## config.mk

```make
export PLATFORM = sky130hd
export DESIGN_NAME = qrs_sqrt_cell
export DESIGN_NICKNAME = d
export VERILOG_FILES = /design/src/design/qrs_pkg.sv /design/src/design/qrs_sqrt_cell.sv
export SDC_FILE = /design/constraint.sdc
export NUM_CORES = 1
export LEC_CHECK = 0
export ABC_AREA = 1
export BUFFER_PORTS_ARGS = -buffer_cell sky130_fd_sc_hd__buf_2
export CORE_UTILIZATION = 35
export DETAILED_ROUTE_END_ITERATION = 12
export PLACE_DENSITY = 0.74
export SLEW_MARGIN = 0
export SYNTH_ARGS = -nofsm -noshare
export SYNTH_HDL_FRONTEND = slang
export SYNTH_SLANG_ARGS = --single-unit
```

## constraint.sdc

```tcl
create_clock -name clk -period 0.8 [get_ports clk]
set_input_delay 0.08 -clock clk [delete_from_list [all_inputs] [get_ports clk]]
set_output_delay 0.08 -clock clk [all_outputs]
set_load 0.05 [all_outputs]
```

## src/design/qrs_pkg.sv

```systemverilog
package qrs_pkg;

    localparam int COEF_W = 16;
    localparam int FRAC_W = 16;
    localparam int OUT_W  = 40;
    localparam int DISC_W = 33;
    localparam int RAD_W  = 66;
    localparam int ROOT_W = 33;
    localparam int REM_W  = 36;
    localparam int NUM_W  = 36;
    localparam int QUO_W  = 35;
    localparam int DIV_W  = 17;

    localparam logic [1:0] KIND_DISTINCT = 2'd0;
    localparam logic [1:0] KIND_EQUAL    = 2'd1;
    localparam logic [1:0] KIND_COMPLEX  = 2'd2;
    localparam logic [1:0] KIND_NONE     = 2'd3;

    typedef struct packed {
        logic [1:0]        kind;
        logic [COEF_W-1:0] a;
        logic [COEF_W-1:0] b;
    } sq_side_t;

    typedef struct packed {
        logic [1:0] kind;
        logic       neg1;
        logic       neg2;
    } dv_side_t;

endpackage

```

## src/design/qrs_sqrt_cell.sv

```systemverilog
module qrs_sqrt_cell
    import qrs_pkg::*;
(
    input  logic              clk,
    input  logic              rst_n,
    input  logic              en,
    input  logic              valid_in,
    input  logic [RAD_W-1:0]  x_in,
    input  logic [REM_W-1:0]  rem_in,
    input  logic [ROOT_W-1:0] root_in,
    input  sq_side_t          side_in,
    output logic              valid_out,
    output logic [RAD_W-1:0]  x_out,
    output logic [REM_W-1:0]  rem_out,
    output logic [ROOT_W-1:0] root_out,
    output sq_side_t          side_out
);

    logic              valid_reg;
    logic [RAD_W-1:0]  x_reg, x_next;
    logic [REM_W-1:0]  rem_reg, rem_next, rem_sh, trial;
    logic [ROOT_W-1:0] root_reg, root_next;
    sq_side_t          side_reg;

    always_comb
    begin
        rem_sh = {rem_in[REM_W-3:0], x_in[RAD_W-1:RAD_W-2]};
        trial  = {{(REM_W-ROOT_W-2){1'b0}}, root_in, 2'b01};
        x_next = {x_in[RAD_W-3:0], 2'b00};
        if (rem_sh >= trial)
        begin
            rem_next  = rem_sh - trial;
            root_next = {root_in[ROOT_W-2:0], 1'b1};
        end
        else
        begin
            rem_next  = rem_sh;
            root_next = {root_in[ROOT_W-2:0], 1'b0};
        end
    end

    always_ff @(posedge clk or negedge rst_n)
    begin
        if (!rst_n)
        begin
            valid_reg <= 1'b0;
        end
        else if (en)
        begin
            valid_reg <= valid_in;
        end
    end

    always_ff @(posedge clk)
    begin
        if (en)
        begin
            x_reg    <= x_next;
            rem_reg  <= rem_next;
            root_reg <= root_next;
            side_reg <= side_in;
        end
    end

    assign valid_out = valid_reg;
    assign x_out     = x_reg;
    assign rem_out   = rem_reg;
    assign root_out  = root_reg;
    assign side_out  = side_reg;

endmodule

```

* Yosys cells after proc, flatten, opt, wreduce, memory -nomap -nowiden
Cells that the tools add are included. W data, S select, Z words.
Word-level totals: bits in registers 168, bits of input ports 173, output and inout bits 170, word-level logic and storage cells 11
Cells by class: add/sub/neg operators 1, $lt $le $gt $ge 1, multiplexer cells 2
Operators by type and width (count):
- $ge A36 B35 Y1 | 1
- $mux W36 | 1
- $sub A36 B35 Y36 | 1
- $mux W1 | 1

* Depth between registers and ports, before layout
depth after elaboration 2, mapped depth 16, mapped depth without buffers 15

* Worst setup path after synthesis
OpenSTA, ideal clock, no wires.
path kind input-to-reg, from input port root_in[13], to register rem_reg[17] (netlist: rem_out[17]), data pin, setup time 0.252 ns, arrival 1.487 ns, data required time 0.548 ns, setup slack -0.939 ns, cell stages on the path 14, path buffers 2, cells stage by stage inv_1 > ha_1 > nand2_2 > inv_1 > nand2_1 > nand2_1 > a21oi_1 > nand3_2 > nand3_2 > nand2_2 > buf_6 > buf_12 > nand2_2 > nand2_1
On the way: cells in the longest elaborated chain, start to end 2, elaborated cells on any way between the ends 3, those cells by class add/sub (1); order compare (1); mux (1)
Ends and longest elaborated chain:
- from (decl) | RTL line qrs_sqrt_cell.sv:10 | input logic [ROOT_W-1:0] root_in,
- $sub A36 B35 Y36 or $ge A36 B35 Y1 (tied branches) | RTL line qrs_sqrt_cell.sv:32, qrs_sqrt_cell.sv:30
- $mux W36 * | RTL line qrs_sqrt_cell.sv:30 | if (rem_sh >= trial)
- via rem_next[17] | RTL line qrs_sqrt_cell.sv:21 | logic [REM_W-1:0] rem_reg, rem_next, rem_sh, trial;
- to (signal assigned) | RTL line qrs_sqrt_cell.sv:59 | rem_reg <= rem_next;
- to (decl) | RTL line qrs_sqrt_cell.sv:21
Mark *: on every way through the listed nets, which the timed path passes. The rest lies on a longest branch. A chain may end at the register's enable or synchronous reset.

* Worst setup path in the final report
from input port root_in[14], to register rem_reg[16] (netlist: rem_out[16]), data pin
The elaborated chain is that of the path after synthesis.

==> results.txt <==
* Clock Root Buffer: clkbuf_16
- Distinct cell type count of the synthesized netlist: 29
- Number of design rule violations left after detail routing: 0
- Required time at the endpoint of the critical path: slightly below 1000 ps
- Power per cell area: about 1900 nW/um2
- Arrival time at the worst endpoint: roughly 1700 ps
- IR analysis of the VDD net gives a maximum drop of roughly 0.0014 V.
- Maximum count of clock buffers along a single path: 2
- Counting I/O delays and the setup requirement, the final critical path takes around 1500 ps.
* Placed instance count: about 1600
- Ports: ~340
- For this run, the number of Yosys warnings is 0.
- In this run the static leakage power is ~7.4 nW.
- Most common library cell in the layout ignoring fill and taps: nand2_1
- Wire length of the first global-routing pass: 44900 um
- CP Class: input pin to flip-flop
* Core area: between 20000 and 25000 um2
* Unrepaired setup endpoints after global routing: yes
- Placer's final routability congestion estimate: between 0.8 and 0.9
- STA classifies the critical path startpoint as an input pin.
- Final Max Slew Viols: 0
- Global routing usage on met1: roughly 28%
* Die boundary height: approximately 160 um
- Synthesis produced 860 cells.
* Starting utilization of the core area: 35.7%
- Commonest cells after routing, fill and taps aside: 248 x nand2_1, 178 x buf_6, 167 x edfxtp_1
- Area of the die: roughly 25000 um2
- After floorplanning, the core was divided into 56 placement rows.
- Dividing the detail-routed wire length by the instance count gives 18.4 um.
- Final worst-path setup slack: -746 ps
- Crit. End Element: flip-flop
- WHS: 29.1 ps
* GR Overflow Total: 0
* Sum of negative setup slack: -74180 ps
- A synthesized cell averages ~9.7 um2.
* Status: complete, but fails checks
* Number of enable flip-flop cells after synthesis: 167
* Pin count of the biggest net entering global routing: between 40 and 50
- Clock-pin slew was measured on the worst setup and hold paths at ~70 ps.
- Max-cap violations: 0
- Number of clock sinks: roughly 170
- Compared with the post-synthesis result, the final layout area differs by 88.7%.
- The design draws just over 30 mW.
- Die X-Extent: approximately 160 um
* Clock buffers created by TritonCTS: 17
- Setup violations remaining at the end of the flow were counted as 205.
* Clock Skew: 0 ps
- TritonCTS built the clock tree.
- The HPWL after detailed placement is ~21000 um.
- Overall Global Routing Usage: 24.6%
- Final non-filler cell total: 1831
* Failing checks: negative setup slack
- Global routing usage on met3: roughly 5.5%
- In this run the remaining antenna-violating nets after routing total 0.
* Wirelength, routed: between 30000 and 40000 um
* Total standard cell area after synthesis: 8380 um2
- Cells with a size suffix above 1 make up a little under half of the layout.
* Tcrit/Tclk final: 193%
- The number of antenna violations at the first check in global routing is 3.
- The first detailed-routing pass ran for 5 iterations.
- Post-Place Worst Slack: -1230 ps
- Class of the tightest hold or removal check: input pin to flip-flop
- Via count of the first global-routing pass: roughly 8500
- Most utilized layer in the global route result: met2
* Critical Path Fanout Max: 6
* Achievable Freq: roughly 650 MHz
- For this run, the leading register cell type out of synthesis is edfxtp_1.
- Clock latency reported for the late side of the worst-skew pair: approximately 430 ps
- Sequential element share of the synthesized area: 60.1%
- # H-tree levels: 4
* Vias: 8475
- Async set or reset register ratio after synthesis: less than 1%
- I/O Buffers: roughly 340
* Final hold violation count: 0
- Synth Register Bits: roughly 170
- Iteration-0 DRC count of the detailed router: 441
* Met2 Resource Use GR: 44.2%
- For this run, the post-layout net count is between 1500 and 2000.
* Vias per cell: about 4.6
-- registers in the layout, indices dropped and copies added (netlist names) --
register	flops
root_out	33
valid_out	1
side_out	34
x_out	64
rem_out	36
-- critical path, stage by stage --
cell and delay, ps:
buf_8 90, inv_6 40, ha_4 280, nand2_4 60, nor2_4 160, nand2_2 90, nor2_2 120, nand2_2 60
nand3_2 100, nand3_4 90, nand2_8 130, clkinv_8 110, clkbuf_16 180, nand2_2 50, nand2_1 70
-- final timing paths --
path / from / end / slack, ps / cells after the start
worst max-delay path: root_in[14] / rem_out[16] / -750 / 15
worst min-delay path: rem_in[23] / rem_out[25] / 30 / 4
worst max register to register: valid_out / valid_out / 10 / 1
worst min register to register: valid_out / valid_out / 550 / 1
max in group asynchronous: rst_n / valid_out / 180 / 3
min in group asynchronous: rst_n / valid_out / 500 / 3
-- metal layers --
metal | up-vias | part of all wire, %
met5 | - | 0
met1 | 3988 | 37
met3 | 79 | 6.6
met4 | 0 | 3.9
met2 | 356 | 52
li1 | 4052 | -
-- layout make-up --
| class | instances | area [um2] |
|---|---|---|
| clock buffer | 17 | 425 |
| tap | 319 | 399 |
| timing repair buffer | 625 | 5590 |
| inverter | 139 | 554 |
| multi-input combinational | 545 | 3630 |
| sequential | 168 | 5040 |
| fill | 1715 | 7650 |
| clock inverter | 15 | 175 |
| antenna | 3 | 7.51 |
-- metrics by stage --
step	instance area, um2	utilization (%)
6_report	15800	67.4
2_1_floorplan	8780	-
5_1_grt	15800	67.4
3_3_place_gp	11700	49.8
4_1_cts	14400	61.4
3_5_place_dp	11700	49.8
-- repair_timing --
item,in CTS,in global routing
pin swaps,4,26
hold buffers,160,1
gates resized for setup,146,487
endpoints found under the hold margin,160,1
gates cloned,0,6
endpoints found under the setup margin,205,205
buffers inserted,4,7
-- cell families after synthesis --
kind of cell	after synthesis	synth area share (%)
DFF	168	60.1
muxes	1	0.134
and+or+nand+nor	446	22.5
adders and majority gates	35	5.22
buffers and inverters	148	7.25
other	1	0.0447
AOI/OAI and AO/OA	42	2.70
xor gates and xnor gates	19	1.98
-- power breakdown --
part / switching [mW] / internal (mW) / total, mW
clock: 4.21 / 4.22 / 8.43
combinational: 6.19 / 4.40 / 10.6
sequential: 0.474 / 10.7 / 11.2
-- synthesized netlist by cell type, types with 2 or more instances --
cell type | instances | area, um2
a21oi_1 | 28 | 140
and2_1 | 2 | 12.5
buf_2 | 2 | 10.0
buf_4 | 3 | 22.5
buf_6 | 3 | 33.8
edfxtp_1 | 167 | 5010
ha_1 | 35 | 438
inv_1 | 138 | 518
nand2_1 | 311 | 1170
nand2_2 | 9 | 56.3
nand3_1 | 29 | 145
nand3_2 | 11 | 110
nand3b_1 | 11 | 82.6
nand4_1 | 3 | 18.8
nor2_1 | 57 | 214
nor2_2 | 5 | 31.3
nor2_4 | 2 | 22.5
nor3_1 | 6 | 30.0
o21ai_0 | 8 | 40.0
o21bai_1 | 4 | 30.0
xor2_1 | 18 | 158
(Power assumes the default switching activity.)
