<file path="config.mk">
export PLATFORM = sky130hd
export DESIGN_NAME = qrs_div_cell
export DESIGN_NICKNAME = d
export VERILOG_FILES = /design/src/design/qrs_pkg.sv /design/src/design/qrs_div_cell.sv
export SDC_FILE = /design/constraint.sdc
export NUM_CORES = 1
export LEC_CHECK = 0
export ABC_AREA = 0
export BUFFER_PORTS_ARGS = -buffer_cell sky130_fd_sc_hd__buf_2
export CAP_MARGIN = 10
export CORE_MARGIN = 4
export CORE_UTILIZATION = 44
export CTS_BUF_LIST = sky130_fd_sc_hd__clkbuf_16
export DETAILED_ROUTE_END_ITERATION = 7
export PLACE_DENSITY = 0.86
export SLEW_MARGIN = 25
export SYNTH_ARGS = -nofsm -noshare
export SYNTH_HDL_FRONTEND = slang
export SYNTH_SLANG_ARGS = --single-unit
export TNS_END_PERCENT = 10
</file>
<file path="constraint.sdc">
create_clock -name clk -period 0.88 [get_ports clk]
set_clock_uncertainty 0.2 [all_clocks]
set_input_delay 0.264 -clock clk [delete_from_list [all_inputs] [get_ports clk]]
set_output_delay 0.264 -clock clk [all_outputs]
set_load 0.005 [all_outputs]
</file>
<file path="src/design/qrs_pkg.sv">
package qrs_pkg;

    localparam int COEF_W = 16;
    localparam int FRAC_W = 16;
    localparam int OUT_W  = 40;
    localparam int DISC_W = 33;
    localparam int RAD_W  = 66;
    localparam int ROOT_W = 33;
    localparam int REM_W  = 36;
    localparam int NUM_W  = 36;
    localparam int QUO_W  = 35;
    localparam int DIV_W  = 17;

    localparam logic [1:0] KIND_DISTINCT = 2'd0;
    localparam logic [1:0] KIND_EQUAL    = 2'd1;
    localparam logic [1:0] KIND_COMPLEX  = 2'd2;
    localparam logic [1:0] KIND_NONE     = 2'd3;

    typedef struct packed {
        logic [1:0]        kind;
        logic [COEF_W-1:0] a;
        logic [COEF_W-1:0] b;
    } sq_side_t;

    typedef struct packed {
        logic [1:0] kind;
        logic       neg1;
        logic       neg2;
    } dv_side_t;

endpackage

</file>
<file path="src/design/qrs_div_cell.sv">
module qrs_div_cell
    import qrs_pkg::*;
(
    input  logic             clk,
    input  logic             rst_n,
    input  logic             en,
    input  logic             valid_in,
    input  logic [QUO_W-1:0] n1_in,
    input  logic [QUO_W-1:0] n2_in,
    input  logic [DIV_W-1:0] r1_in,
    input  logic [DIV_W-1:0] r2_in,
    input  logic [DIV_W-1:0] m_in,
    input  dv_side_t         side_in,
    output logic             valid_out,
    output logic [QUO_W-1:0] n1_out,
    output logic [QUO_W-1:0] n2_out,
    output logic [DIV_W-1:0] r1_out,
    output logic [DIV_W-1:0] r2_out,
    output logic [DIV_W-1:0] m_out,
    output dv_side_t         side_out
);

    logic             valid_reg;
    logic [QUO_W-1:0] n1_reg, n2_reg;
    logic [DIV_W-1:0] r1_reg, r2_reg, m_reg;
    logic [DIV_W:0]   t1, t2, mx;
    logic             ge1, ge2;
    dv_side_t         side_reg;

    always_comb
    begin
        mx  = {1'b0, m_in};
        t1  = {r1_in, n1_in[QUO_W-1]};
        t2  = {r2_in, n2_in[QUO_W-1]};
        ge1 = (t1 >= mx);
        ge2 = (t2 >= mx);
    end

    always_ff @(posedge clk or negedge rst_n)
    begin
        if (!rst_n)
        begin
            valid_reg <= 1'b0;
        end
        else if (en)
        begin
            valid_reg <= valid_in;
        end
    end

    always_ff @(posedge clk)
    begin
        if (en)
        begin
            n1_reg   <= {n1_in[QUO_W-2:0], ge1};
            n2_reg   <= {n2_in[QUO_W-2:0], ge2};
            r1_reg   <= ge1 ? DIV_W'(t1 - mx) : t1[DIV_W-1:0];
            r2_reg   <= ge2 ? DIV_W'(t2 - mx) : t2[DIV_W-1:0];
            m_reg    <= m_in;
            side_reg <= side_in;
        end
    end

    assign valid_out = valid_reg;
    assign n1_out    = n1_reg;
    assign n2_out    = n2_reg;
    assign r1_out    = r1_reg;
    assign r2_out    = r2_reg;
    assign m_out     = m_reg;
    assign side_out  = side_reg;

endmodule

</file>
-- Word-level counts from Yosys, hierarchy flattened
Cells that the tools add are included.
- bits in registers: 126
- bits of input ports: 129
- add/subtract/negate cells: 2
- magnitude comparators: 2
- multiplexer cells: 2
- operator list (kind ; number):
    >= comparator 18 x 17 -> 1 bit ; 2
    two-way mux 17 bit ; 2
    subtractor 17 bit ; 2

-- Logic depth before layout (Yosys ltp)
- depth after elaboration: 2
- depth in mapped cells: 12
- gate-level depth less buffers: 11

-- Worst setup path before layout
No wires, ideal clock.
- path kind: in2reg
- start: input port n2_in[34]
- end: register r2_reg[12] (netlist: r2_out[12]), data pin
- setup time: 0.260 ns
- arrival time: 2.267 ns
- setup slack: -1.847 ns
- stages: 11
- path through: inv_1 -> ha_1 -> inv_1 -> fa_1 -> a21o_1 -> and2_1 -> o31a_2 -> o21ai_4 -> inv_2 -> buf_6 -> mux2_4
- word-level cells in the longest chain between the ends: 2
- RTL lines (what ; RTL line ; RTL):
    start, declared ; qrs_div_cell.sv:9 ; input logic [QUO_W-1:0] n2_in,
    >= comparator 18 x 17 -> 1 bit ; qrs_div_cell.sv:36 ; ge2 = (t2 >= mx);
    via ge2 ; qrs_div_cell.sv:27 ; logic ge1, ge2;
    two-way mux 17 bit ; qrs_div_cell.sv:58 ; r2_reg <= ge2 ? DIV_W'(t2 - mx) : t2[DIV_W-1:0];
    end signal, assigned ; qrs_div_cell.sv:58 ;
    end, declared ; qrs_div_cell.sv:25 ; logic [DIV_W-1:0] r1_reg, r2_reg, m_reg;
The timed path passes the listed nets, and every way through them passes these cells.
A chain may end at the register's enable or synchronous reset.

-- Final worst setup path
- start: input port m_in[0]
- end: register r2_reg[6] (netlist: r2_out[6]), data pin
- word-level cells in the longest chain between the ends: 2
- RTL lines (what ; RTL line ; RTL):
    start, declared ; qrs_div_cell.sv:12 ; input logic [DIV_W-1:0] m_in,
    subtractor 17 bit / >= comparator 18 x 17 -> 1 bit (equally long branches) ; qrs_div_cell.sv:58, qrs_div_cell.sv:36 ;
    two-way mux 17 bit (*) ; qrs_div_cell.sv:58 ;
Mark *: on every way between the ends. The rest lies on a longest branch, timed or not.

==> reports/results.ini <==
[yosys]
ys_ff_latch=126
synth_top_cell_area_share=0.619
avgSynthCellArea_um2=13.7
syn_nets=608
yosysSeqAreaShare=0.623
synth_area_leaders=edfxtp_1 (62%), ha_1 (7.0%), mux2_2 (3.3%)
ys.flop_type=edfxtp_1
ys_async_sr_fraction=0.00794
ys_types=60
syn_inst=443
yosys_warnings=0
synth_top_area_cell=edfxtp_1
synth_edf_count=125
syn_area_um2=6060

[sta]
fin_crit_ns=2.26
setup_viol=163
hold_viol_final=102
finalCritPeriodShare=2.57
clock.fmax_mhz=442
setup_ws_ns=-1.38
worst_pin_slew_ns=0.423
rsz0062_at_grt=yes
timing.hold.ws_ns=-0.176
relSlewSlack=0.711
finalMaxSlewViolations=0

[final_layout]
drive_gt1_frac=0.598
multi_input_area_um2=2500
seq_area_um2=3780
area_growth_pct=59.1
fill_cells=896
fin_nets=1007
final_area_um2=9650
antennaDiodeCount=0
fin_util=0.723

[clocking]
cts.sinks=126
cts_inserted_buffers=17
cts_tree=yes
holdBufCountCts=1
clk_pin_slew_worst_paths_ns=0.06
cts_buffer_depth=2
clkLatencyLatePin_ns=0.41
cts-root-buf=clkbuf_16
htree_levels=4

[worst_setup_path]
rr_endpoint=valid_out
worstPathArrival_ns=2.23
crit_path_top_delay_cell=fa_2
cp-endpoint=r2_out[6]
crit_cells=12
r2r-start=valid_out
path_class=in2reg
critPathTopFamily=compound AO/OA/AOI/OAI gates
path_cells=buf_8, buf_6, ha_4, inv_2, fa_2, a21o_1, and2_4, o31a_4, o21ai_4, buf_6, inv_6, mux2_2
endpoint_kind=register
critPathBufInv=5
critPathMaxFanout=5
r2r_slack_ns=-0.07
slowest_delay_ns=0.34
crit_path_start_kind=input port
crit_path_frequent_cell=buf_6
crit_path_start=m_in[0]
reg2reg_depth=1
cp.required_ns=0.84

[global_routing]
track_usage=0.248
grt_pass1_vias=5419
grt_max_degree=51
grt_pass1_wl_um=29900
overflow=0
grt_antenna_before_repair=0

[detailed_routing]
first_pass_iters=5
wl_um=20900
drc_errors=0
vias_per_cell=5.30
wire_per_inst_um=20.3
drt_iter0_markers=381
vias=5460
ant_nets=0

[floorplanning]
pin_count=255
core_area_um2=13300
die_w_um=125
start_util=0.454
fp.dieArea_um2=15700
fp.dieH_um=125
fp-row-count=42

[pwr]
ir_worst_vdd_mv=1.42
power_density_nw_per_um2=1970
p_leak_nw=4.33

[placed_design]
dpl.hpwl_um=15200
gp_congestion=0.959
port_buffers=254
placed_cell_area_um2=8460

[outcome]
status=complete, but fails checks
violations=negative hold slack, negative setup slack

[worst_hold_path]
hp-class=in2reg

[flow_run]
cap_violations=0

==> through the flow <==
stage / worst slack, ns / total power [W] / cells / setup TNS [ns]
2_1_floorplan: -1.76 / 0.00925 / 443 / -57.30
5_1_grt: -1.42 / 0.0197 / 1030 / -115.63
4_1_cts: -1.40 / 0.0186 / 1019 / -111.20
3_3_place_gp: -1.88 / 0.0112 / 983 / -109.60
3_5_place_dp: -1.91 / 0.0114 / 983 / -113.37
6_report: -1.38 / 0.0190 / 1030 / -109.38
==> how the worst min path moves through the flow <==
stage	start	to	slack [ns]	cells after the start
2_1_floorplan	rst_n	valid_out	-0.23	0
3_3_place_gp	rst_n	valid_out	-0.16	1
3_5_place_dp	rst_n	valid_out	-0.16	1
4_1_cts	n2_in[8]	n2_out[9]	-0.19	1
5_1_grt	n1_in[26]	n1_out[27]	-0.19	1
6_report	n2_in[8]	n2_out[9]	-0.18	1
==> Yosys cell counts (all sizes together) (6+ instances only) <==
cell type / instances
o21ai: 19
nor2: 15
xnor2: 15
ha: 34
a21oi: 26
buf: 8
nand2: 34
o31ai: 6
a21o: 15
nand3: 14
edfxtp: 125
mux2: 22
o21a: 10
inv: 26
==> flip-flops by register name, summed over array words and instances, names as in the netlist <==
signal	flops
n1_out	35
side_out	4
valid_out	1
n2_out	35
m_out	17
r1_out	17
r2_out	17
==> what timing repair did <==
item / 4_1_cts / 5_1_grt
cloned: 0 / 1
hold endpoints to repair: 115 / 105
setup buffers: 4 / 10
pin swaps: 11 / 23
endpoints found under the setup margin: 163 / 163
resized for setup: 23 / 87
==> report_power, final <==
part	total, W	internal, W	switching (W)
logic	0.00436	0.00228	0.00208
registers	0.00751	0.00735	0.000168
clock network	0.00711	0.00444	0.00267
==> logic make-up after synthesis <==
kind of cell | synth area share
flops | 0.623
compound gates | 0.125
simple gates | 0.0768
buf+inv | 0.0277
fa+ha+maj | 0.0768
mux | 0.0433
xor+xnor | 0.0274
==> cell usage in the layout (no fill, tap or decap), types with 5 or more instances in the layout <==
cell type  synthesis  routed
a21oi_2            0       8
nor2_1            15      14
inv_1             24      14
a21o_1            15      15
mux2_2            18      14
buf_2              5     246
buf_4              0     128
edfxtp_1         125     125
mux2_4             4       8
o21a_1            10      10
xnor2_1           15      15
o21ai_0           16      11
buf_6              3       9
a21oi_1           26      16
nand2_1           34      33
ha_4               0      10
inv_2              2       6
ha_1              34      24
clkbuf_16          0      17
clkinv_4           0       5
nand3_1           14      14
==> metal layers <==
layer / vias up / GRT usage / part of all wire
met2: 263 / 0.459 / 0.54
met3: 40 / 0.0631 / 0.071
met5: - / 0 / 0
met1: 2657 / 0.272 / 0.36
met4: 0 / 0.0925 / 0.025
li1: 2500 / - / -
==> cell type report <==
class / count / area share
Tap cell: 176 / 0.0228
Multi-Input combinational cell: 280 / 0.259
Timing Repair Buffer: 390 / 0.250
Inverter: 26 / 0.0137
Clock inverter: 14 / 0.0175
Timing Repair inverter: 1 / 0.000908
Sequential cell: 126 / 0.392
Clock buffer: 17 / 0.0441
Power figures use the tool's default switching activity.
